`config.mk`:
```
export PLATFORM = sky130hd
export DESIGN_NAME = touch_packet_decoder_unit
export DESIGN_NICKNAME = d
export VERILOG_FILES = /design/src/hw/rtl/tpd_pkg.sv /design/src/hw/rtl/tpd_scale.sv /design/src/hw/rtl/touch_packet_decoder_unit.sv
export SDC_FILE = /design/constraint.sdc
export NUM_CORES = 1
export LEC_CHECK = 0
export BUFFER_PORTS_ARGS = -buffer_cell sky130_fd_sc_hd__buf_2
export CORE_MARGIN = 4
export CORE_UTILIZATION = 55
export DETAILED_ROUTE_END_ITERATION = 8
export PLACE_DENSITY = 0.72
export SYNTH_ARGS = -nofsm -noshare
export SYNTH_HDL_FRONTEND = slang
export SYNTH_SLANG_ARGS = --single-unit
```
`constraint.sdc`:
```
create_clock -name clk -period 21 [get_ports clk]
set_input_delay 1.05 -clock clk [delete_from_list [all_inputs] [get_ports clk]]
set_output_delay 1.05 -clock clk [all_outputs]
set_load 0.1 [all_outputs]
```
`src/hw/rtl/tpd_pkg.sv`:
```
// Shared types and constants for the touch packet decoder.
// No dependencies; used by every module of the block.
package tpd_pkg;

  // Field and register widths
  localparam int unsigned ByteW  = 8;
  localparam int unsigned DataW  = 7;
  localparam int unsigned RawW   = 2 * DataW;
  localparam int unsigned DimW   = 13;
  localparam int unsigned XW     = 12;
  localparam int unsigned YW     = 13;
  localparam int unsigned CfgIdxW = 8;
  localparam int unsigned ProdW  = RawW + DimW;

  // Byte layout
  localparam int unsigned HdrBit   = 7;
  localparam int unsigned TouchBit = 6;

  // Output limits
  localparam logic [DimW-1:0] XMax = DimW'(4095);
  localparam logic [DimW-1:0] YMax = DimW'(4096);

  // Register reset values
  localparam logic [DimW-1:0] WidthReset  = DimW'(640);
  localparam logic [DimW-1:0] HeightReset = DimW'(480);

  // Configuration register indexes
  localparam logic [CfgIdxW-1:0] CfgScreenWidth  = CfgIdxW'(0);
  localparam logic [CfgIdxW-1:0] CfgScreenHeight = CfgIdxW'(1);

  // Byte counter values inside a packet
  localparam logic [2:0] CntIdle = 3'd0;
  localparam logic [2:0] CntLast = 3'd4;

  // One assembled packet, handed from the parser to the scaler
  typedef struct packed {
    logic [RawW-1:0] raw_x;
    logic [RawW-1:0] raw_y;
    logic            touch;
  } pkt_t;

endpackage

```
`src/hw/rtl/tpd_scale.sv`:
```
// Coordinate scaler and result register of the touch packet decoder.
// Depends on tpd_pkg.
module tpd_scale
  import tpd_pkg::*;
(
  input  logic            clk,
  input  logic            rst_n,
  input  logic            pkt_valid,
  input  pkt_t            pkt,
  output logic            pkt_adv,
  input  logic [DimW-1:0] screen_width,
  input  logic [DimW-1:0] screen_height,
  output logic            out_valid,
  input  logic            out_stall,
  output logic [XW-1:0]   out_x_position,
  output logic [YW-1:0]   out_y_position,
  output logic            out_touched
);

  logic [ProdW-1:0] prod_x;
  logic [ProdW-1:0] prod_y;
  logic [DimW-1:0]  x_scaled;
  logic [DimW-1:0]  y_scaled;
  logic [DimW-1:0]  y_inv;
  logic [XW-1:0]    x_nxt;
  logic [YW-1:0]    y_nxt;
  logic             valid_r;
  logic             valid_nxt;
  logic [XW-1:0]    x_r;
  logic [YW-1:0]    y_r;
  logic             touch_r;

  // Scale raw coordinates, invert y, clamp to the output range
  always_comb begin
    prod_x   = ProdW'(pkt.raw_x) * ProdW'(screen_width);
    prod_y   = ProdW'(pkt.raw_y) * ProdW'(screen_height);
    x_scaled = prod_x[ProdW-1:RawW];
    y_scaled = prod_y[ProdW-1:RawW];
    // y_scaled never exceeds screen_height, so no wrap here
    y_inv    = screen_height - y_scaled;
    x_nxt    = (x_scaled > XMax) ? XMax[XW-1:0] : x_scaled[XW-1:0];
    y_nxt    = (y_inv > YMax) ? YMax[YW-1:0] : y_inv[YW-1:0];
  end

  // Result register takes a packet when empty or being drained
  assign pkt_adv   = !valid_r || !out_stall;
  assign valid_nxt = pkt_adv ? pkt_valid : valid_r;

  always_ff @(posedge clk) begin
    if (!rst_n) begin
      valid_r <= 1'b0;
    end else begin
      valid_r <= valid_nxt;
    end
  end

  always_ff @(posedge clk) begin
    if (pkt_adv && pkt_valid) begin
      x_r     <= x_nxt;
      y_r     <= y_nxt;
      touch_r <= pkt.touch;
    end
  end

  assign out_valid      = valid_r;
  assign out_x_position = x_r;
  assign out_y_position = y_r;
  assign out_touched    = touch_r;

endmodule

```
`src/hw/rtl/touch_packet_decoder_unit.sv`:
```
// Top level of the touch packet decoder: byte parser, packet register, config registers.
// Depends on tpd_pkg and tpd_scale.
//
// Takes one received byte per cycle. A byte with bit 7 set is a header and (re)starts a
// packet; bit 6 of it is the touch state. The next four bytes carry 7 data bits each,
// raw x low/high then raw y low/high. Bytes seen while no packet is open are dropped.
// On the fourth data byte one result is made: x = raw_x * width >> 14 (clamped to 4095)
// and y = height - (raw_y * height >> 14) (clamped to 4096). The result goes through the
// packet register and then the result register before it shows on the out_ port. The
// parser, the packet register and the result register each hold one entry, so a byte
// is taken every cycle as long as the result side drains; in_stall rises only when
// both registers are full and out_stall is high. The screen registers are always ready
// and should be written while no packet is in flight.
module touch_packet_decoder_unit
  import tpd_pkg::*;
(
  input  logic               clk,
  input  logic               rst_n,
  // byte input
  input  logic               in_valid,
  output logic               in_stall,
  input  logic [ByteW-1:0]   in_rx_byte,
  // results
  output logic               out_valid,
  input  logic               out_stall,
  output logic [XW-1:0]      out_x_position,
  output logic [YW-1:0]      out_y_position,
  output logic               out_touched,
  // configuration writes
  input  logic               cfg_valid,
  output logic               cfg_ready,
  input  logic [CfgIdxW-1:0] cfg_index,
  input  logic [DimW-1:0]    cfg_data
);

  logic [DimW-1:0]  width_r;
  logic [DimW-1:0]  height_r;
  logic [2:0]       count_r;
  logic [2:0]       count_nxt;
  logic             touch_r;
  logic             touch_nxt;
  logic [DataW-1:0] data_r [0:2];
  logic             pkt_valid_r;
  logic             pkt_valid_nxt;
  pkt_t             pkt_r;
  pkt_t             pkt_nxt;
  logic             pkt_adv;
  logic             in_take;
  logic             is_hdr;
  logic             pkt_done;

  // Configuration registers
  assign cfg_ready = 1'b1;

  always_ff @(posedge clk) begin
    if (!rst_n) begin
      width_r  <= WidthReset;
      height_r <= HeightReset;
    end else if (cfg_valid && cfg_ready) begin
      case (cfg_index)
        CfgScreenWidth:  width_r  <= cfg_data;
        CfgScreenHeight: height_r <= cfg_data;
        default: ;
      endcase
    end
  end

  // Input handshake: stall only when the packet register cannot move on
  assign in_stall = pkt_valid_r && !pkt_adv;
  assign in_take  = in_valid && !in_stall;
  assign is_hdr   = in_rx_byte[HdrBit];
  assign pkt_done = in_take && !is_hdr && (count_r == CntLast);

  // Byte parser
  always_comb begin
    count_nxt = count_r;
    touch_nxt = touch_r;
    if (in_take) begin
      if (is_hdr) begin
        touch_nxt = in_rx_byte[TouchBit];
        count_nxt = 3'd1;
      end else if (count_r == CntIdle) begin
        count_nxt = CntIdle;
      end else if (count_r == CntLast) begin
        count_nxt = CntIdle;
      end else begin
        count_nxt = count_r + 3'd1;
      end
    end
  end

  always_ff @(posedge clk) begin
    if (!rst_n) begin
      count_r <= CntIdle;
      touch_r <= 1'b0;
    end else begin
      count_r <= count_nxt;
      touch_r <= touch_nxt;
    end
  end

  // Data byte store, first three data bytes of the packet
  always_ff @(posedge clk) begin
    if (in_take && !is_hdr && (count_r != CntIdle) && (count_r != CntLast)) begin
      data_r[2'(count_r - 3'd1)] <= in_rx_byte[DataW-1:0];
    end
  end

  // Packet register
  always_comb begin
    pkt_nxt.raw_x = {data_r[1], data_r[0]};
    pkt_nxt.raw_y = {in_rx_byte[DataW-1:0], data_r[2]};
    pkt_nxt.touch = touch_r;
    if (pkt_done) begin
      pkt_valid_nxt = 1'b1;
    end else if (pkt_adv) begin
      pkt_valid_nxt = 1'b0;
    end else begin
      pkt_valid_nxt = pkt_valid_r;
    end
  end

  always_ff @(posedge clk) begin
    if (!rst_n) begin
      pkt_valid_r <= 1'b0;
    end else begin
      pkt_valid_r <= pkt_valid_nxt;
    end
  end

  always_ff @(posedge clk) begin
    if (pkt_done) begin
      pkt_r <= pkt_nxt;
    end
  end

  // Scaling and result register
  tpd_scale u_scale (
    .clk            (clk),
    .rst_n          (rst_n),
    .pkt_valid      (pkt_valid_r),
    .pkt            (pkt_r),
    .pkt_adv        (pkt_adv),
    .screen_width   (width_r),
    .screen_height  (height_r),
    .out_valid      (out_valid),
    .out_stall      (out_stall),
    .out_x_position (out_x_position),
    .out_y_position (out_y_position),
    .out_touched    (out_touched)
  );

endmodule

```
# ---- Yosys cells after proc, flatten, opt, wreduce, memory -nomap -nowiden
# Memory sizes are Yosys's and may differ from the RTL's. A register that Yosys moved wholly into a read port is not among the register bits.
# Cells that the tools add are included.
dict set report word_totals {
  register_bits 73
  mem_bits_rw 21
  elab_cells 49
  memories 1
  input_bits 34
}
# name depth width read_ports rd_ports_with_merged_regs write_ports line
set memory_table {}
lappend memory_table {data_r 3 7 3 3 1 touch_packet_decoder_unit.sv:42} ;# logic [DataW-1:0] data_r [0:2];
dict set report op_classes {
  n_reduce_logical 20
  n_eq_ne 3
  n_mul 2
  order_cmp 2
  mux 7
  add_sub_neg 3
}
# operator count
set ops {}
lappend ops {{14-bit by 13-bit multiplier with 27-bit output} 2}
lappend ops {{13-bit by 12-bit > comparator with 1-bit output, second input constant} 1}
lappend ops {{13-bit > comparator, second input constant} 1}
lappend ops {{13-bit subtractor} 1}
lappend ops {{3-bit two-way mux} 3}
lappend ops {{8-bit by 1-bit equality test with 1-bit output, second input constant} 1}
lappend ops {{8-bit zero test} 1}
lappend ops {{1-bit logical AND} 7}
lappend ops {{2-bit AND reduction} 3}
lappend ops {{1-bit zero test} 5}
lappend ops {{1-bit two-way mux} 4}
lappend ops {{3-bit by 1-bit adder with 3-bit output, second input constant} 1}
lappend ops {{3-bit equality test, second input constant} 1}
lappend ops {{3-bit zero test} 1}
lappend ops {{3-bit != test, second input constant} 1}
lappend ops {{3-bit nonzero test} 1}
lappend ops {{2-bit nonzero test} 1}
lappend ops {{2-bit by 1-bit subtractor with 2-bit output, second input constant} 1}
lappend ops {{1-bit logical OR} 1}

# ---- Logic depth before layout (Yosys ltp)
# Gate-level depths: netlist of the first run.
dict set report logic_depth {
  word_depth 11
  mapped_depth 30
  depth_no_buf 28
}

# ---- Modules after synthesis
# A second synthesis of the first run with hierarchy kept.
dict set report hier_totals {
  cells_unflattened 1621
  area_unflattened_um2 15498.6
}
# mod n_inst area_per_inst_um2 cells_per_inst
set modules_own_cells {}
lappend modules_own_cells {tpd_scale 1 12583.3 1420}
lappend modules_own_cells {touch_packet_decoder_unit 1 2915.3 201}

# ---- Least setup slack after synthesis of the first run
# OpenSTA, ideal clock, no wires.
dict set report synth_timing {
  kind {flip-flop to flip-flop}
  start {register height_r[4]}
  end {register u_scale.y_r[12], in the netlist u_scale.out_y_position[12], data pin}
  setup_slack_ns 14.013
  arrival_ns 6.728
  required_ns 20.741
  setup_time_ns 0.259
  path_buffers 2
  period_less_slack_ns 6.987
  stages_incl_launch_ff 29
  cell_sequence {dfxtp_1 -> clkbuf_1 -> nand2_1 -> fa_1 -> fa_1 -> fa_1 -> inv_1 -> fa_1 -> inv_1 -> fa_1 -> inv_1 -> ha_1 -> and3_1 -> and3_1 -> o211ai_1 -> a21boi_0 -> nor2_1 -> xnor2_1 -> ha_1 -> inv_1 -> fa_1 -> a211oi_1 -> nor2_1 -> o311ai_2 -> a31oi_4 -> xnor2_2 -> and3_1 -> buf_4 -> or2_1}
}
dict set report synth_via {
  elab_chain_len 3
}
# item line
set synth_lines {}
lappend synth_lines {{from (decl)} touch_packet_decoder_unit.sv:37} ;# logic [DimW-1:0] height_r;
lappend synth_lines {{from (signal assigned)} touch_packet_decoder_unit.sv:58} ;# height_r <= HeightReset;
lappend synth_lines {{from (signal assigned)} touch_packet_decoder_unit.sv:62} ;# CfgScreenHeight: height_r <= cfg_data;
lappend synth_lines {{14-bit by 13-bit multiplier with 27-bit output} tpd_scale.sv:36} ;# prod_y = ProdW'(pkt.raw_y) * ProdW'(screen_height);
lappend synth_lines {{13-bit subtractor *} tpd_scale.sv:40} ;# y_inv = screen_height - y_scaled;
lappend synth_lines {{13-bit > comparator} tpd_scale.sv:42} ;# y_nxt = (y_inv > YMax) ? YMax[YW-1:0] : y_inv[YW-1:0];
lappend synth_lines {{to (signal assigned)} tpd_scale.sv:60} ;# y_r <= y_nxt;
lappend synth_lines {{to (decl)} tpd_scale.sv:30} ;# logic [YW-1:0] y_r;
# Every way passes the cells marked *; elsewhere a longest branch is shown, timed or not.
# A chain may end at the register's enable or synchronous reset.

# ---- Worst setup path after layout of the first run
dict set report layout_timing {
  start {register height_r[4]}
  end {register u_scale.y_r[7], in the netlist u_scale.out_y_position[7], data pin}
}
# Same word-level chain as after synthesis.

==> impl_summary.log, run 1 <==
INFO  metric timing.setup.tns = 0 ns
INFO  metric critPathKind = flop to flop
INFO  metric clock_tree.htree_level_count = 3
INFO  metric worst_ir_drop_vdd = 35.6 uV
INFO  metric syn_inst = 1599
INFO  metric crit_path_start_kind = flop
INFO  metric tritoncts.num_buffers = 9
INFO  metric maximum_number_of_pins_on_one_net_before_global_route_repair = 33
INFO  metric placed_cells_incl_taps = 1980
INFO  metric total_power = 449 uW
INFO  metric globalRoute.totalOverflow = 0
INFO  metric crit_path_end_kind = flop
INFO  metric critical_path_fanout_max = 16
INFO  metric antennaDiodeCount = 0
INFO  metric final_hold_vios = 0
INFO  metric static-leakage-power = 8.04 nW
INFO  metric path_buf_inv = 4
INFO  metric drt-wirelength-per-cell = 16.4 um
INFO  metric final_worst_clock_skew = 0.00886 ns
INFO  metric totalWireLength = 32.8 mm
INFO  metric required_time_of_the_critical_path = 21.09 ns
INFO  metric post_cts_resized = 0
INFO  metric grt.met3_usage = 2.84%
INFO  metric synth_simple_gate_area_share = 15.9%
INFO  metric layout.filler_cells = 2414
INFO  metric drtAntennaViolNets = 0
INFO  metric groute.usage.overall = 22.5%
INFO  metric mostFrequentLayoutCells = inv_1 (338), fa_1 (263), nand2_1 (241)
INFO  metric syn_to_final_growth = 5.88%
INFO  metric muxShareOfSynthArea = 1.89%
INFO  metric post_route_cells_drive_above_1_share = 6.18%
INFO  metric synth_fa_ha_area_share = 46.3%
INFO  metric fin_crit_sh = 37.3%
INFO  metric cp_slowest_cell = dfxtp_1
INFO  metric worst_setup_hold_path_clk_slew = 0.08 ns
INFO  metric mappedNetlistArea = 15500 um2
INFO  metric final.setup.worst_slack = 13.16 ns
INFO  metric post_layout_nonfiller_instances = 1996
INFO  metric hpwl_dp = 26.7 mm
INFO  metric placement_rows = 61
INFO  metric die_area = 30900 um2
INFO  metric rr_worst_depth = 26
INFO  metric detail_route.iter0.violations = 745
INFO  metric ctsLongestPathBuffers = 2
INFO  metric synth_seq_cells = 108
INFO  metric post_synth_xor_area_fraction = 2.03%
INFO  metric grt_pass1_wl = 56.3 mm
INFO  metric min_path_cells = 0
INFO  metric routed-via-count = 10800
INFO  metric utilization = 59.1%
INFO  metric ys_warn_count = 0
INFO  metric synth_area_in_compound_gates = 5.28%
INFO  metric layout.cells.most_common = inv_1
INFO  metric drt_drc_violations_left = 0
INFO  metric worst-path-stages = 26
INFO  metric grt_use_met1 = 30.3%
INFO  metric post_synth_num_cell_types = 64
INFO  metric cpLargestDelayFamily = adder cells
INFO  metric num-nets-final = 2063
INFO  metric synthesis.area_per_instance = 9.70 um2
INFO  metric setup_viol = 0
INFO  metric synth_fp_nets = 2049
INFO  metric grt_pass1_vias = 11500
INFO  metric timing.fmax = 128 MHz
INFO  metric gr-max-usage-layer = met2
INFO  metric postSynth.asyncResetShare = 0%
INFO  metric synth_enable_flop_cells = 76
INFO  metric x_dimension_of_the_die = 176 um
INFO  metric vias_per_cell = 5.43
INFO  metric unrepaired_setup_endpoints_after_global_routing = false
INFO  metric holdCritPathClass = flop to flop
INFO  metric cp_common_cell = fa_1
INFO  metric critical_path.max_stage_delay = 0.75 ns
INFO  metric buffer_ports.inserted = 61
INFO  metric tightestPinTransition = 0.904 ns
INFO  metric post_cts.repair.setup_buffers = 0
INFO  metric cts_tree = done
INFO  metric main_combinational_cell_family_by_area_after_synthesis = adder cells
INFO  metric clock-root-buffer = clkbuf_16
INFO  metric pre_cts_ws = 13.26 ns
INFO  metric ys_dominant_reg_cell = edfxtp_1
INFO  metric slew_headroom = 39.6%
INFO  metric ys_seq_area_share = 18.8%
INFO  metric max_capacitance_violation_total = 0
INFO  metric finalCriticalPeriod = 7.84 ns
INFO  metric gp_routability_congestion = 0.881
INFO  metric power-per-cell-area = 27.4 nW/um2
INFO  metric io-pin-count = 63
INFO  metric core_area = 27800 um2
INFO  metric status = complete, no violations
INFO  metric clock_sinks = 108
INFO  metric clock_latency = 0.36 ns
INFO  metric groute.layer.met2.usage = 38.2%
INFO  metric antenna_found_initial = 0
INFO  metric hold_buffers = 0
INFO  metric starting_density = 55.8%
INFO  metric die-height = 176 um
INFO  metric worst_ep_arrival_time = 7.93 ns
INFO  metric report.final.slew_viol_count = 0
INFO  metric firstDrtPassIters = 5
-- sequential cells by signal (all words and copies together) (netlist names) --
register	flops
pkt_valid_r	1
u_scale.out_touched	1
touch_r	1
pkt_r	29
u_scale.out_y_position	13
count_r	3
u_scale.out_x_position	12
u_scale.out_valid	1
data_r	21
height_r	13
width_r	13
-- kinds of logic (layout without fill, tap and decap cells) --
kind of cell / after synthesis / in the layout
AOI/OAI and AO/OA: 111 / 111
xor gates and xnor gates: 35 / 35
adders and majority gates: 416 / 416
buffers and inverters: 399 / 418
DFF: 108 / 108
muxes: 29 / 29
other: 1 / 1
and+or+nand+nor: 500 / 500
-- synth_stat cells, drive strengths merged, types with 23 or more instances --
master	number	area share, %
fa	263	34
ha	153	12
a21oi	26	0.84
mux2i	27	1.7
o21ai	23	0.74
edfxtp	76	15
dfxtp	32	4.1
nand2	241	5.8
inv	338	8.2
nor2b	26	1.0
and2	145	5.8
clkbuf	57	1.4
-- area by class of cell --
type / count / area, um2 / share of cell area, %
Clock buffer: 9 / 225 / 1.37
Clock inverter: 7 / 115 / 0.701
Inverter: 338 / 1270 / 7.73
Multi-Input combinational cell: 1092 / 11100 / 67.5
Sequential cell: 108 / 2920 / 17.8
Tap cell: 378 / 473 / 2.88
Timing Repair Buffer: 64 / 328 / 2.00
-- worst paths after layout --
| kind | slack (ns) | start | to |
|---|---|---|---|
| max | 13.16 | height_r[4] | u_scale.out_y_position[7] |
| min | 0.42 | data_r[2][6] | pkt_r[7] |
| max reg2reg | 13.16 | height_r[4] | u_scale.out_y_position[7] |
| min reg2reg | 0.42 | data_r[2][6] | pkt_r[7] |
-- routing by layer --
metal  vias to the layer above  routed length (um)
li1                       4966                   -
met5                         -                   0
met4                         0                1120
met3                        61                1880
met1                      5467               13600
met2                       336               16200
-- where the power goes --
part           internal, mW  switching [mW]  total (mW)
Sequential            0.227        0.000643       0.227
Clock                 0.108          0.0869       0.195
Combinational        0.0109          0.0162      0.0271
-- metrics by stage --
stage                     hold slack, ns  instance area, um2
final                              0.424               16400
after global routing               0.430               16400
after CTS                          0.422               16400
after detailed placement           0.405               16100
after global placement             0.401               16100
after floorplan                    0.400               15500
Power figures use the tool's default switching activity.
==> run 2: changes to the inputs <==
clock period = 7.78 ns   (was 21 ns; I/O delays follow)
==> run 2 against run 1 <==
  * Critical path type unchanged
  * Total power increased to 2.5 times the previous value
  * Setup slack worse by 13 ns
  * Global-route usage is 0.056 points higher
  * Clock skew grew 0.0027 ns
  * Utilization rose by 0.62 points
  * Register-to-register slack got worse by 13 ns
==> impl_summary.log, run 2 (synthesized netlist as in run 1, its figures left out) <==
INFO  metric report.final.slew_viol_count = 0 (unchanged)
INFO  metric ff2ff_setup_slack = 0.37 ns (was 13.16 ns)
INFO  metric setup_viol = 0 (unchanged)
INFO  metric ctsLongestPathBuffers = 2 (unchanged)
INFO  metric firstDrtPassIters = 5 (unchanged)
INFO  metric globalRoute.totalOverflow = 0 (unchanged)
INFO  metric placement_rows = 61 (unchanged)
INFO  metric grt_pass1_wl = 56.3 mm (about the same)
INFO  metric holdCritPathClass = primary input to flop (was flop to flop)
INFO  metric syn_to_final_growth = 6.99% (was 5.88%)
INFO  metric drt-wirelength-per-cell = 16.4 um (about the same)
INFO  metric hold_buffers = 0 (unchanged)
INFO  metric cp_common_cell = fa_1 (unchanged)
INFO  metric tritoncts.num_buffers = 9 (unchanged)
INFO  metric status = complete, no violations (unchanged)
INFO  metric timing.fmax = 135 MHz (was 128 MHz)
INFO  metric worst_ep_arrival_time = 7.52 ns (was 7.93 ns)
INFO  metric io-pin-count = 63 (unchanged)
INFO  metric crit_path_end_kind = flop (unchanged)
INFO  metric hold_end = height_r[5] (was pkt_r[7])
INFO  metric vias_per_cell = 5.42 (was 5.43)
INFO  metric static-leakage-power = 8.14 nW (was 8.04 nW)
INFO  metric ff_latch_area = 2930 um2 (was 2920 um2)
INFO  metric antennaDiodeCount = 0 (unchanged)
INFO  metric hpwl_dp = 27.0 mm (was 26.7 mm)
INFO  metric worst_setup_hold_path_clk_slew = 0.08 ns (about the same)
INFO  metric x_dimension_of_the_die = 176 um (unchanged)
INFO  metric layout.cells.most_common = inv_1 (unchanged)
INFO  metric clock_latency = 0.36 ns (about the same)
INFO  metric tightestPinTransition = 0.926 ns (was 0.904 ns)
INFO  metric power-per-cell-area = 68.6 nW/um2 (was 27.4 nW/um2)
INFO  metric min_path_cells = 3 (was 0)
INFO  metric finalCriticalPeriod = 7.41 ns (was 7.84 ns)
INFO  metric groute.usage.overall = 22.6% (was 22.5%)
INFO  metric die_area = 30900 um2 (unchanged)
INFO  metric holdCritStartpoint = cfg_data[5] (was data_r[2][6])
INFO  metric buffer_ports.inserted = 61 (unchanged)
INFO  metric antenna_found_initial = 1 (was 0)
INFO  metric routed-via-count = 11000 (was 10800)
INFO  metric max_capacitance_violation_total = 0 (unchanged)
INFO  metric timing.setup.tns = 0 ns (unchanged)
INFO  metric fin_crit_sh = 95.2% (was 37.3%)
INFO  metric required_time_of_the_critical_path = 7.89 ns (was 21.09 ns)
INFO  metric clock_sinks = 108 (unchanged)
INFO  metric die-height = 176 um (unchanged)
INFO  metric total_power = 1.14 mW (was 449 uW)
INFO  metric gp_routability_congestion = 0.892 (was 0.881)
INFO  metric r2r-start = pkt_r[8] (was height_r[4])
INFO  metric critPathKind = flop to flop (unchanged)
INFO  metric drtAntennaViolNets = 0 (unchanged)
INFO  metric maximum_number_of_pins_on_one_net_before_global_route_repair = 33 (unchanged)
INFO  metric cp_slowest_cell = fa_1 (was dfxtp_1)
INFO  metric clock-root-buffer = clkbuf_16 (unchanged)
INFO  metric starting_density = 55.8% (unchanged)
INFO  metric grt_pass1_vias = 11600 (was 11500)
INFO  metric cts_tree = done (unchanged)
INFO  metric clock_tree.htree_level_count = 3 (unchanged)
INFO  metric num-nets-final = 2089 (was 2063)
INFO  metric layout.filler_cells = 2401 (was 2414)
INFO  metric final_hold_vios = 0 (unchanged)
INFO  metric r2r-end = u_scale.out_y_position[12] (was u_scale.out_y_position[7])
INFO  metric rr_worst_depth = 26 (unchanged)
INFO  metric core_area = 27800 um2 (unchanged)
INFO  metric critical_path.max_stage_delay = 0.53 ns (was 0.75 ns)
INFO  metric top_regs = pkt_r: 29 flops, data_r: 21 flops (unchanged)
INFO  metric largest_reg_flops = 29 (unchanged)
INFO  metric biggest_register = pkt_r (unchanged)
INFO  metric final_worst_clock_skew = 0.0116 ns (was 0.00886 ns)
INFO  metric post_route_cells_drive_above_1_share = 7.91% (was 6.18%)
INFO  metric multi_input_area = 11100 um2 (about the same)
INFO  metric drt_drc_violations_left = 0 (unchanged)
INFO  metric worst_ir_drop_vdd = 96.6 uV (was 35.6 uV)
INFO  metric detail_route.iter0.violations = 647 (was 745)
INFO  metric crit_path_start_kind = flop (unchanged)
INFO  metric mostFrequentLayoutCells = inv_1 (338), fa_1 (263), nand2_1 (241) (unchanged)
INFO  metric critical_path_fanout_max = 8 (was 16)
INFO  metric slew_headroom = 38.1% (was 39.6%)
INFO  metric totalWireLength = 33.1 mm (was 32.8 mm)
==> run 2: worst max path at each step <==
stage | start | to | slack [ns] | cells past startpoint
after floorplan | height_r[4] | u_scale.out_y_position[12] | 0.79 | 28
final | pkt_r[8] | u_scale.out_y_position[12] | 0.37 | 26
after global placement | pkt_r[10] | u_scale.out_y_position[7] | 0.42 | 27
after global routing | pkt_r[9] | u_scale.out_y_position[12] | -0.02 | 26
after detailed placement | pkt_r[10] | u_scale.out_y_position[10] | 0.22 | 27
after CTS | pkt_r[10] | u_scale.out_y_position[10] | 0.19 | 27
==> run 2: cell type report <==
| class | instances | area share, % |
|---|---|---|
| sequential | 108 | 17.6 |
| timing repair buffer | 90 | 3.15 |
| clock buffer | 10 | 1.38 |
| inverter | 338 | 7.65 |
| tap | 378 | 2.85 |
| clock inverter | 6 | 0.339 |
| multi-input combinational | 1092 | 67.0 |
==> run 2: critical path: cells and delay by family (launching register included) <==
family          cells  cell delay, ns
xor+xnor            2            0.30
fa+ha+maj           7            2.94
flops               1            0.52
compound gates      8            1.86
simple gates        4            1.11
buf+inv             5            0.40
==> run 2: through the flow <==
stage | setup WS [ns] | instance area, um2 | hold slack [ns] | cells | utilization (%)
after floorplan | 0.793 | 15500 | 0.400 | 1599 | -
after global placement | 0.422 | 16200 | 0.401 | 1999 | 58.4
after detailed placement | 0.224 | 16200 | 0.405 | 1999 | 58.4
after CTS | 0.191 | 16500 | 0.269 | 2015 | 59.4
after global routing | -0.0203 | 16600 | 0.276 | 2022 | 59.7
final | 0.371 | 16600 | 0.274 | 2022 | 59.7
==> run 2: per-layer routing <==
metal | share of wire [%] | track usage [%] | wire length [um] | vias up
met5 | 0 | 0 | 0 | -
met4 | 3.1 | 7.28 | 1030 | 0
met3 | 5.6 | 3.49 | 1870 | 62
met2 | 50 | 38.5 | 16500 | 323
met1 | 42 | 29.8 | 13800 | 5567
li1 | - | - | - | 5003
==> run 2: power breakdown <==
part	internal (mW)	leakage (nW)	switching [mW]	total (mW)
clock	0.225	0.137	0.225	0.449
sequential	0.612	0.945	0.00160	0.614
combinational	0.0299	7.06	0.0451	0.0750
==> run 2: what timing repair did <==
| item | 4_1_cts | 5_1_grt |
|---|---|---|
| resized for setup | 0 | 8 |
| buffers inserted | 0 | 7 |
| endpoints found under the setup margin | 0 | 13 |
